`src/sv/clrle_pkg.sv`:
```
// Package for the code-length RLE unpacker: widths, symbol codes, state and
// record types, and the one-symbol decode step.
// No dependencies.
package clrle_pkg;

  localparam int unsigned TABLE_ENTRIES = 273;
  localparam int unsigned SYMBOL_BITS   = 5;
  localparam int unsigned IDX_W         = 9;
  localparam int unsigned CNT_W         = 10;
  localparam int unsigned BYTE_CNT_W    = 10;
  localparam int unsigned BUF_W         = 12;
  localparam int unsigned BITS_W        = 4;

  localparam int unsigned QUEUE_DEPTH   = 4;
  localparam int unsigned QPTR_W        = $clog2(QUEUE_DEPTH);
  localparam int unsigned QCNT_W        = $clog2(QUEUE_DEPTH + 1);

  localparam logic [CNT_W-1:0]      TABLE_END = CNT_W'(TABLE_ENTRIES);
  localparam logic [BYTE_CNT_W-1:0] BYTE_SAT  = '1;

  localparam logic [SYMBOL_BITS-1:0] SYM_ZERO_RUN = 5'd30;
  localparam logic [SYMBOL_BITS-1:0] SYM_LONG_RUN = 5'd31;

  typedef enum logic [1:0] {
    ESC_NONE = 2'd0,
    ESC_ADD  = 2'd1,
    ESC_HIGH = 2'd2
  } clrle_esc_e;

  typedef struct packed {
    logic [BUF_W-1:0]      bit_buf;
    logic [BITS_W-1:0]     bit_cnt;
    clrle_esc_e            esc;
    logic [CNT_W-1:0]      run_acc;
    logic [IDX_W-1:0]      idx;
    logic                  full;
    logic [BYTE_CNT_W-1:0] bytes;
  } clrle_state_t;

  typedef struct packed {
    logic [IDX_W-1:0]       start_index;
    logic [SYMBOL_BITS-1:0] length_value;
    logic [CNT_W-1:0]       run_count;
    logic                   table_done;
    logic [BYTE_CNT_W-1:0]  bytes_used;
    logic                   last_of_item;
  } clrle_rec_t;

  typedef struct packed {
    logic       valid;
    clrle_rec_t rec;
  } clrle_slot_t;

  typedef struct packed {
    clrle_state_t st;
    clrle_slot_t  slot;
  } clrle_step_t;

  // Consume one symbol from the bit buffer; caller guarantees bit_cnt >= 5.
  function automatic clrle_step_t clrle_sym_step(clrle_state_t s);
    clrle_step_t            r;
    logic [BITS_W-1:0]      c;
    logic [SYMBOL_BITS-1:0] sym;
    logic [CNT_W-1:0]       cnt;
    logic [CNT_W-1:0]       remain;
    logic [CNT_W-1:0]       sum;
    r      = '0;
    r.st   = s;
    c      = s.bit_cnt - BITS_W'(SYMBOL_BITS);
    sym    = SYMBOL_BITS'(s.bit_buf >> c);
    cnt    = '0;
    remain = '0;
    sum    = '0;
    r.st.bit_cnt = c;
    r.st.bit_buf = s.bit_buf & ((BUF_W'(1) << c) - BUF_W'(1));
    if (sym == SYM_ZERO_RUN) begin
      r.st.esc = ESC_ADD;
    end else if (sym == SYM_LONG_RUN) begin
      r.st.esc = ESC_HIGH;
    end else begin
      unique case (s.esc)
        ESC_NONE: begin
          sum                     = {1'b0, s.idx} + CNT_W'(1);
          r.st.idx                = IDX_W'(sum);
          r.st.full               = (sum >= TABLE_END);
          r.slot.valid            = 1'b1;
          r.slot.rec.start_index  = s.idx;
          r.slot.rec.length_value = sym;
          r.slot.rec.run_count    = CNT_W'(1);
          r.slot.rec.table_done   = (sum >= TABLE_END);
        end
        ESC_ADD: begin
          cnt          = s.run_acc + {{(CNT_W-SYMBOL_BITS){1'b0}}, sym};
          remain       = TABLE_END - {1'b0, s.idx};
          r.st.esc     = ESC_NONE;
          r.st.run_acc = '0;
          if (cnt != '0) begin
            if (cnt > remain) cnt = remain;
            sum                     = {1'b0, s.idx} + cnt;
            r.st.idx                = IDX_W'(sum);
            r.st.full               = (sum >= TABLE_END);
            r.slot.valid            = 1'b1;
            r.slot.rec.start_index  = s.idx;
            r.slot.rec.length_value = '0;
            r.slot.rec.run_count    = cnt;
            r.slot.rec.table_done   = (sum >= TABLE_END);
          end
        end
        default: begin
          r.st.run_acc = {sym, {(CNT_W-SYMBOL_BITS){1'b0}}};
          r.st.esc     = ESC_ADD;
        end
      endcase
    end
    return r;
  endfunction

endpackage

```
`src/sv/clrle_if.sv`:
```
// Request channels of the code-length RLE unpacker: header bytes in,
// run records out. Depends on clrle_pkg.
interface clrle_in_if;
  import clrle_pkg::*;

  logic       valid;
  logic       ready;
  logic [7:0] data_byte;
  logic       restart;

  modport source (output valid, output data_byte, output restart, input ready);
  modport sink   (input valid, input data_byte, input restart, output ready);
endinterface

interface clrle_out_if;
  import clrle_pkg::*;

  logic                   valid;
  logic                   ready;
  logic [IDX_W-1:0]       start_index;
  logic [SYMBOL_BITS-1:0] length_value;
  logic [CNT_W-1:0]       run_count;
  logic                   table_done;
  logic [BYTE_CNT_W-1:0]  bytes_used;
  logic                   last_of_item;

  modport source (output valid, output start_index, output length_value,
                  output run_count, output table_done, output bytes_used,
                  output last_of_item, input ready);
  modport sink   (input valid, input start_index, input length_value,
                  input run_count, input table_done, input bytes_used,
                  input last_of_item, output ready);
endinterface

```
`src/sv/clrle_decode.sv`:
```
// Byte decoder: appends one byte to the bit buffer, decodes up to two
// symbols and returns the next state and up to two records. Uses clrle_pkg.
module clrle_decode (
  input  clrle_pkg::clrle_state_t state_i,
  input  logic [7:0]              data_byte_i,
  input  logic                    restart_i,
  output clrle_pkg::clrle_state_t state_o,
  output clrle_pkg::clrle_slot_t  slot0_o,
  output clrle_pkg::clrle_slot_t  slot1_o
);
  import clrle_pkg::*;

  clrle_state_t s0, s1;
  clrle_step_t  step_a, step_b;
  clrle_state_t fin;

  always_comb begin
    s0 = restart_i ? '0 : state_i;

    s1         = s0;
    s1.bit_buf = {s0.bit_buf[BUF_W-9:0], data_byte_i};
    s1.bit_cnt = s0.bit_cnt + BITS_W'(8);
    if (s0.bytes != BYTE_SAT) s1.bytes = s0.bytes + BYTE_CNT_W'(1);

    // At least eight bits are present, so the first symbol always decodes.
    step_a = clrle_sym_step(s1);
    if (step_a.st.bit_cnt >= BITS_W'(SYMBOL_BITS) && !step_a.st.full) begin
      step_b = clrle_sym_step(step_a.st);
    end else begin
      step_b      = '0;
      step_b.st   = step_a.st;
    end

    fin = step_b.st;
    if (fin.full) begin
      fin.bit_buf = '0;
      fin.bit_cnt = '0;
    end

    slot0_o = step_a.slot.valid ? step_a.slot : step_b.slot;
    slot1_o = step_a.slot.valid ? step_b.slot : '0;
    slot0_o.rec.bytes_used   = s1.bytes;
    slot1_o.rec.bytes_used   = s1.bytes;
    slot0_o.rec.last_of_item = !slot1_o.valid;
    slot1_o.rec.last_of_item = 1'b1;

    // A full table swallows the byte: nothing changes, nothing is emitted.
    if (s0.full) begin
      state_o = s0;
      slot0_o = '0;
      slot1_o = '0;
    end else begin
      state_o = fin;
    end
  end

endmodule

```
`src/sv/code_length_rle_unpacker.sv`:
```
// Code-length RLE unpacker: header bytes in, start/value/count records out.
// A byte taken into the input register stage is decoded there, and its records
// are written into the record queue, whose head drives the output.
// Throughput: one byte per cycle while the queue has room for two records; a
// byte that yields two records outpaces the single output port and can stall input.
// Reset (rst_ni low, asynchronous) clears decode state and the record queue.
module code_length_rle_unpacker (
  input  logic               clk_i,
  input  logic               rst_ni,
  clrle_in_if.sink           req_i,
  clrle_out_if.source        rec_o
);
  import clrle_pkg::*;

  // Input register stage.
  logic       s1_valid_q;
  logic [7:0] s1_byte_q;
  logic       s1_restart_q;
  logic       s1_fire;

  // Decoder state carried between bytes.
  clrle_state_t state_q, state_d;
  clrle_slot_t  slot0, slot1;

  // Record queue, filled up to two per cycle, drained one per cycle.
  clrle_rec_t        queue_q [QUEUE_DEPTH];
  logic [QPTR_W-1:0] wr_ptr_q, rd_ptr_q;
  logic [QCNT_W-1:0] cnt_q, cnt_after_pop;
  logic              pop;
  logic              room;
  logic [1:0]        n_push;

  clrle_decode u_decode (
    .state_i     (state_q),
    .data_byte_i (s1_byte_q),
    .restart_i   (s1_restart_q),
    .state_o     (state_d),
    .slot0_o     (slot0),
    .slot1_o     (slot1)
  );

  assign pop           = (cnt_q != '0) && rec_o.ready;
  assign cnt_after_pop = cnt_q - QCNT_W'(pop);
  // Room for the worst case of two new records.
  assign room          = (cnt_after_pop <= QCNT_W'(QUEUE_DEPTH - 2));
  assign s1_fire       = s1_valid_q && room;
  assign req_i.ready   = !s1_valid_q || s1_fire;
  assign n_push        = s1_fire ? (2'(slot0.valid) + 2'(slot1.valid)) : 2'd0;

  always_ff @(posedge clk_i or negedge rst_ni) begin
    if (!rst_ni) begin
      s1_valid_q <= 1'b0;
    end else if (req_i.ready) begin
      s1_valid_q <= req_i.valid;
    end
  end

  always_ff @(posedge clk_i) begin
    if (req_i.ready && req_i.valid) begin
      s1_byte_q    <= req_i.data_byte;
      s1_restart_q <= req_i.restart;
    end
  end

  always_ff @(posedge clk_i or negedge rst_ni) begin
    if (!rst_ni) begin
      state_q <= '0;
    end else if (s1_fire) begin
      state_q <= state_d;
    end
  end

  always_ff @(posedge clk_i or negedge rst_ni) begin
    if (!rst_ni) begin
      wr_ptr_q <= '0;
      rd_ptr_q <= '0;
      cnt_q    <= '0;
    end else begin
      wr_ptr_q <= wr_ptr_q + QPTR_W'(n_push);
      rd_ptr_q <= rd_ptr_q + QPTR_W'(pop);
      cnt_q    <= cnt_after_pop + QCNT_W'(n_push);
    end
  end

  // slot1 is only valid when slot0 is, so records pack from wr_ptr_q.
  always_ff @(posedge clk_i) begin
    if (s1_fire && slot0.valid) queue_q[wr_ptr_q] <= slot0.rec;
    if (s1_fire && slot1.valid) queue_q[wr_ptr_q + QPTR_W'(1)] <= slot1.rec;
  end

  assign rec_o.valid        = (cnt_q != '0);
  assign rec_o.start_index  = queue_q[rd_ptr_q].start_index;
  assign rec_o.length_value = queue_q[rd_ptr_q].length_value;
  assign rec_o.run_count    = queue_q[rd_ptr_q].run_count;
  assign rec_o.table_done   = queue_q[rd_ptr_q].table_done;
  assign rec_o.bytes_used   = queue_q[rd_ptr_q].bytes_used;
  assign rec_o.last_of_item = queue_q[rd_ptr_q].last_of_item;

endmodule
```
`src/flat_wrapper.sv`:
```
// flat-port wrapper written by rule: the top's interface ports become plain ports
module code_length_rle_unpacker_flat import clrle_pkg::*;
  (clk_i, rst_ni, req_i_valid, req_i_data_byte, req_i_restart, req_i_ready, rec_o_valid, rec_o_start_index, rec_o_length_value, rec_o_run_count, rec_o_table_done, rec_o_bytes_used, rec_o_last_of_item, rec_o_ready);
  clrle_in_if req_i_i ();
  clrle_out_if rec_o_i ();
  input  logic clk_i;
  input  logic rst_ni;
  input wire logic [$bits(req_i_i.valid)-1:0] req_i_valid;
  input wire logic [$bits(req_i_i.data_byte)-1:0] req_i_data_byte;
  input wire logic [$bits(req_i_i.restart)-1:0] req_i_restart;
  output wire logic [$bits(req_i_i.ready)-1:0] req_i_ready;
  output wire logic [$bits(rec_o_i.valid)-1:0] rec_o_valid;
  output wire logic [$bits(rec_o_i.start_index)-1:0] rec_o_start_index;
  output wire logic [$bits(rec_o_i.length_value)-1:0] rec_o_length_value;
  output wire logic [$bits(rec_o_i.run_count)-1:0] rec_o_run_count;
  output wire logic [$bits(rec_o_i.table_done)-1:0] rec_o_table_done;
  output wire logic [$bits(rec_o_i.bytes_used)-1:0] rec_o_bytes_used;
  output wire logic [$bits(rec_o_i.last_of_item)-1:0] rec_o_last_of_item;
  input wire logic [$bits(rec_o_i.ready)-1:0] rec_o_ready;
  assign req_i_i.valid = req_i_valid;
  assign req_i_i.data_byte = req_i_data_byte;
  assign req_i_i.restart = req_i_restart;
  assign req_i_ready = req_i_i.ready;
  assign rec_o_valid = rec_o_i.valid;
  assign rec_o_start_index = rec_o_i.start_index;
  assign rec_o_length_value = rec_o_i.length_value;
  assign rec_o_run_count = rec_o_i.run_count;
  assign rec_o_table_done = rec_o_i.table_done;
  assign rec_o_bytes_used = rec_o_i.bytes_used;
  assign rec_o_last_of_item = rec_o_i.last_of_item;
  assign rec_o_i.ready = rec_o_ready;
  code_length_rle_unpacker u_core (.clk_i(clk_i), .rst_ni(rst_ni), .req_i(req_i_i), .rec_o(rec_o_i));
endmodule
```
`config.mk`:
```
export PLATFORM = sky130hd
export DESIGN_NAME = code_length_rle_unpacker_flat
export DESIGN_NICKNAME = d
export VERILOG_FILES = /design/src/sv/clrle_pkg.sv /design/src/sv/clrle_if.sv /design/src/sv/clrle_decode.sv /design/src/sv/code_length_rle_unpacker.sv /design/src/flat_wrapper.sv
export SDC_FILE = /design/constraint.sdc
export NUM_CORES = 1
export LEC_CHECK = 0
export BUFFER_PORTS_ARGS = -buffer_cell sky130_fd_sc_hd__buf_2
export CORE_UTILIZATION = 45
export CTS_CLUSTER_DIAMETER = 100
export DETAILED_ROUTE_END_ITERATION = 6
export GPL_TIMING_DRIVEN = 0
export PLACE_DENSITY = 0.61
export SYNTH_ARGS = -nofsm -noshare
export SYNTH_HDL_FRONTEND = slang
export SYNTH_HIERARCHICAL = 1
export SYNTH_SLANG_ARGS = --single-unit
export TNS_END_PERCENT = 50
```
`constraint.sdc`:
```
create_clock -name clk_i -period 31.1 [get_ports clk_i]
set_input_delay 9.33 -clock clk_i [delete_from_list [all_inputs] [get_ports clk_i]]
set_output_delay 9.33 -clock clk_i [all_outputs]
set_load 0.01 [all_outputs]
```
==> impl_metrics.env <==
export IMPL_critPathArrivalTime_ps=10740
export IMPL_violations="design-rule violations"
export IMPL_cts_made_buffers=24
export IMPL_wl_per_cell_um=23.3
export IMPL_drt_first_pass_iters=7
export IMPL_cts_tree="built"
export IMPL_pin_count=51
export IMPL_fin_cells=2189
export IMPL_min_from="u_core/state_q[30]"
export IMPL_slew_headroom_pct=18.7
export IMPL_drc=31
export IMPL_setup_viol=0
export IMPL_nets=1790
export IMPL_clockRootBuffer="clkbuf_16"
export IMPL_start_kind="input pin"
export IMPL_syn_inst=1610
export IMPL_synth_area_per_cell_sq_um=10.3
export IMPL_core_sq_um=36500
export IMPL_min_period_over_period_pct=64.5
export IMPL_worstSetupPathType="input pin to output pin"
export IMPL_r2r_end="u_core/queue_q[1][11]"
export IMPL_slew_viol_final=0
export IMPL_hp_class="flop to flop"
export IMPL_cp_num_buf_inv=2
export IMPL_grt_max_degree=49
export IMPL_max_cap_viol_count=0
export IMPL_path_clk_slew_ps=60
export IMPL_ys_warn_count=6
export IMPL_cts_hold_fix_buffers=0
export IMPL_hold_violations=0
export IMPL_setup_worst_path_end_class="output pin"
export IMPL_cts_resized=0
export IMPL_antenna_found_initial=0
export IMPL_setup_tns_ps=0
export IMPL_grt_pass1_wl_um=77900
export IMPL_r2r_start="u_core/s1_restart_q"
export IMPL_dp_cells=2146
export IMPL_clkSinkCount=201
export IMPL_antenna_cells=0
export IMPL_fin_crit_ps=20070
export IMPL_drive_above_1_share_pct=24.8
export IMPL_slowest_stage="xnor2_2"
export IMPL_die_h_um=194
export IMPL_dp_slack_ps=11010
export IMPL_worst_path_stages=8
export IMPL_rsz0062_at_grt="false"
export IMPL_rrSetupSlack_ps=14200
export IMPL_worstMarginPinSlew_ps=1220
export IMPL_clock_latency_ps=550
export IMPL_die_w_um=194
export IMPL_place_gp_congestion=1.01
export IMPL_fin_ws_ps=11030
export IMPL_fmax_ghz=0.0498
export IMPL_dp_hpwl_um=39500
export IMPL_clockBufferDepth=3
export IMPL_port_buffers=50
export IMPL_path_max_fanout=5
export IMPL_die_area_sq_um=37800
export IMPL_grt_pass1_vias=13100
export IMPL_rows=70
export IMPL_status="finished with violations"
export IMPL_critPathMaxStageDelay_ps=280
export IMPL_finalCoreUtilization_pct=50.5
export IMPL_critPathTopFamily="adder cells"
export IMPL_syn_area_sq_um=16600
export IMPL_clock_skew_ps=50.5
export IMPL_whs_path_depth=1
export IMPL_min_to="u_core/state_q[30]"
export IMPL_syn2layout_area_growth_pct=10.8
export IMPL_ant_nets=0
export IMPL_critical_path_cell_chain="buf_2 -> and2_1 -> ha_1 -> ha_1 -> xnor2_2 -> o21ai_0 -> nand2_1 -> buf_2"
export IMPL_wl_um=51100
export IMPL_cp_required_ps=21770
export IMPL_postCtsSetupBuffers=0
export IMPL_htree_levels=1
export IMPL_start_util_pct=45.6
export IMPL_grtUsageTotal_pct=26.7
export IMPL_rr_worst_depth=69
export IMPL_grt_ovfl_total=0
export IMPL_viasPerCell=6.14
export IMPL_vias=13400
export IMPL_drt_iter0_drc=1269
[placed cells by master, fill, tap and decap left out, drive strengths merged, types with 10 or more instances in the layout]
cell / count
buf: 119
a31oi: 24
and3: 11
mux2i: 22
mux4: 42
or3: 11
xor2: 20
and2: 11
o22ai: 11
ha: 68
a22o: 10
clkinv: 10
nor4: 11
o21ai: 78
nand2: 105
a211oi: 13
nor2: 158
clkbuf: 85
edfxtp: 153
nand2b: 15
nor3: 41
inv: 82
nand3: 31
o211ai: 12
a21oi: 87
nor2b: 18
mux2: 191
xnor2: 50
dfrtp: 48
nand4: 20
a21o: 28
[worst reg2reg max path: cells and delay by family (launching register included)]
kind                     cells  cell delay [ps]
AO/OA/AOI/OAI               28             6430
multiplexers                 3              630
XOR/XNOR                     3              850
buffers and inverters       14             4160
AND/OR/NAND/NOR             13             1900
adder cells (fa/ha/maj)      8             2480
flip-flops                   1              310
[cell type report]
cell class	instances	area, sq um
buffer	113	631
clock buffer	32	641
clock inverter	11	118
fill	3338	18100
inverter	82	310
multi-input combinational	1222	9970
sequential	201	5800
tap	468	586
timing repair buffer	60	385
[stage by stage]
| stage | area [sq um] | hold slack, ps |
|---|---|---|
| 2_1_floorplan | 16700 | 473 |
| 3_3_place_gp | 17500 | 480 |
| 3_5_place_dp | 17700 | 492 |
| 4_1_cts | 18400 | 506 |
| 5_1_grt | 18400 | 520 |
| 6_report | 18400 | 501 |
[registers in the layout, summed over array words and instances (netlist names)]
register	flops
u_core/rd_ptr_q	2
u_core/s1_restart_q	1
u_core/queue_q	144
u_core/s1_byte_q	8
u_core/cnt_q	3
u_core/state_q	40
u_core/wr_ptr_q	2
u_core/s1_valid_q	1
[how the worst max path moves through the flow]
stage / from / to / slack [ps]
final: rec_o_ready / req_i_ready / 11030
after CTS: rec_o_ready / req_i_ready / 11000
after floorplan: rec_o_ready / req_i_ready / 11360
after global placement: rec_o_ready / req_i_ready / 11030
after detailed placement: rec_o_ready / req_i_ready / 11010
after global routing: rec_o_ready / req_i_ready / 10870
[per-layer routing]
metal,wire length [um],track usage [%],vias up
li1,-,-,6178
met5,0,0,-
met1,22000,35.7,6636
met3,3430,3.33,99
met2,24200,45.2,520
met4,1460,7.97,0
Power is not shown: default switching activity piles up to over one toggle a cycle in this logic, so the estimate is an artifact.
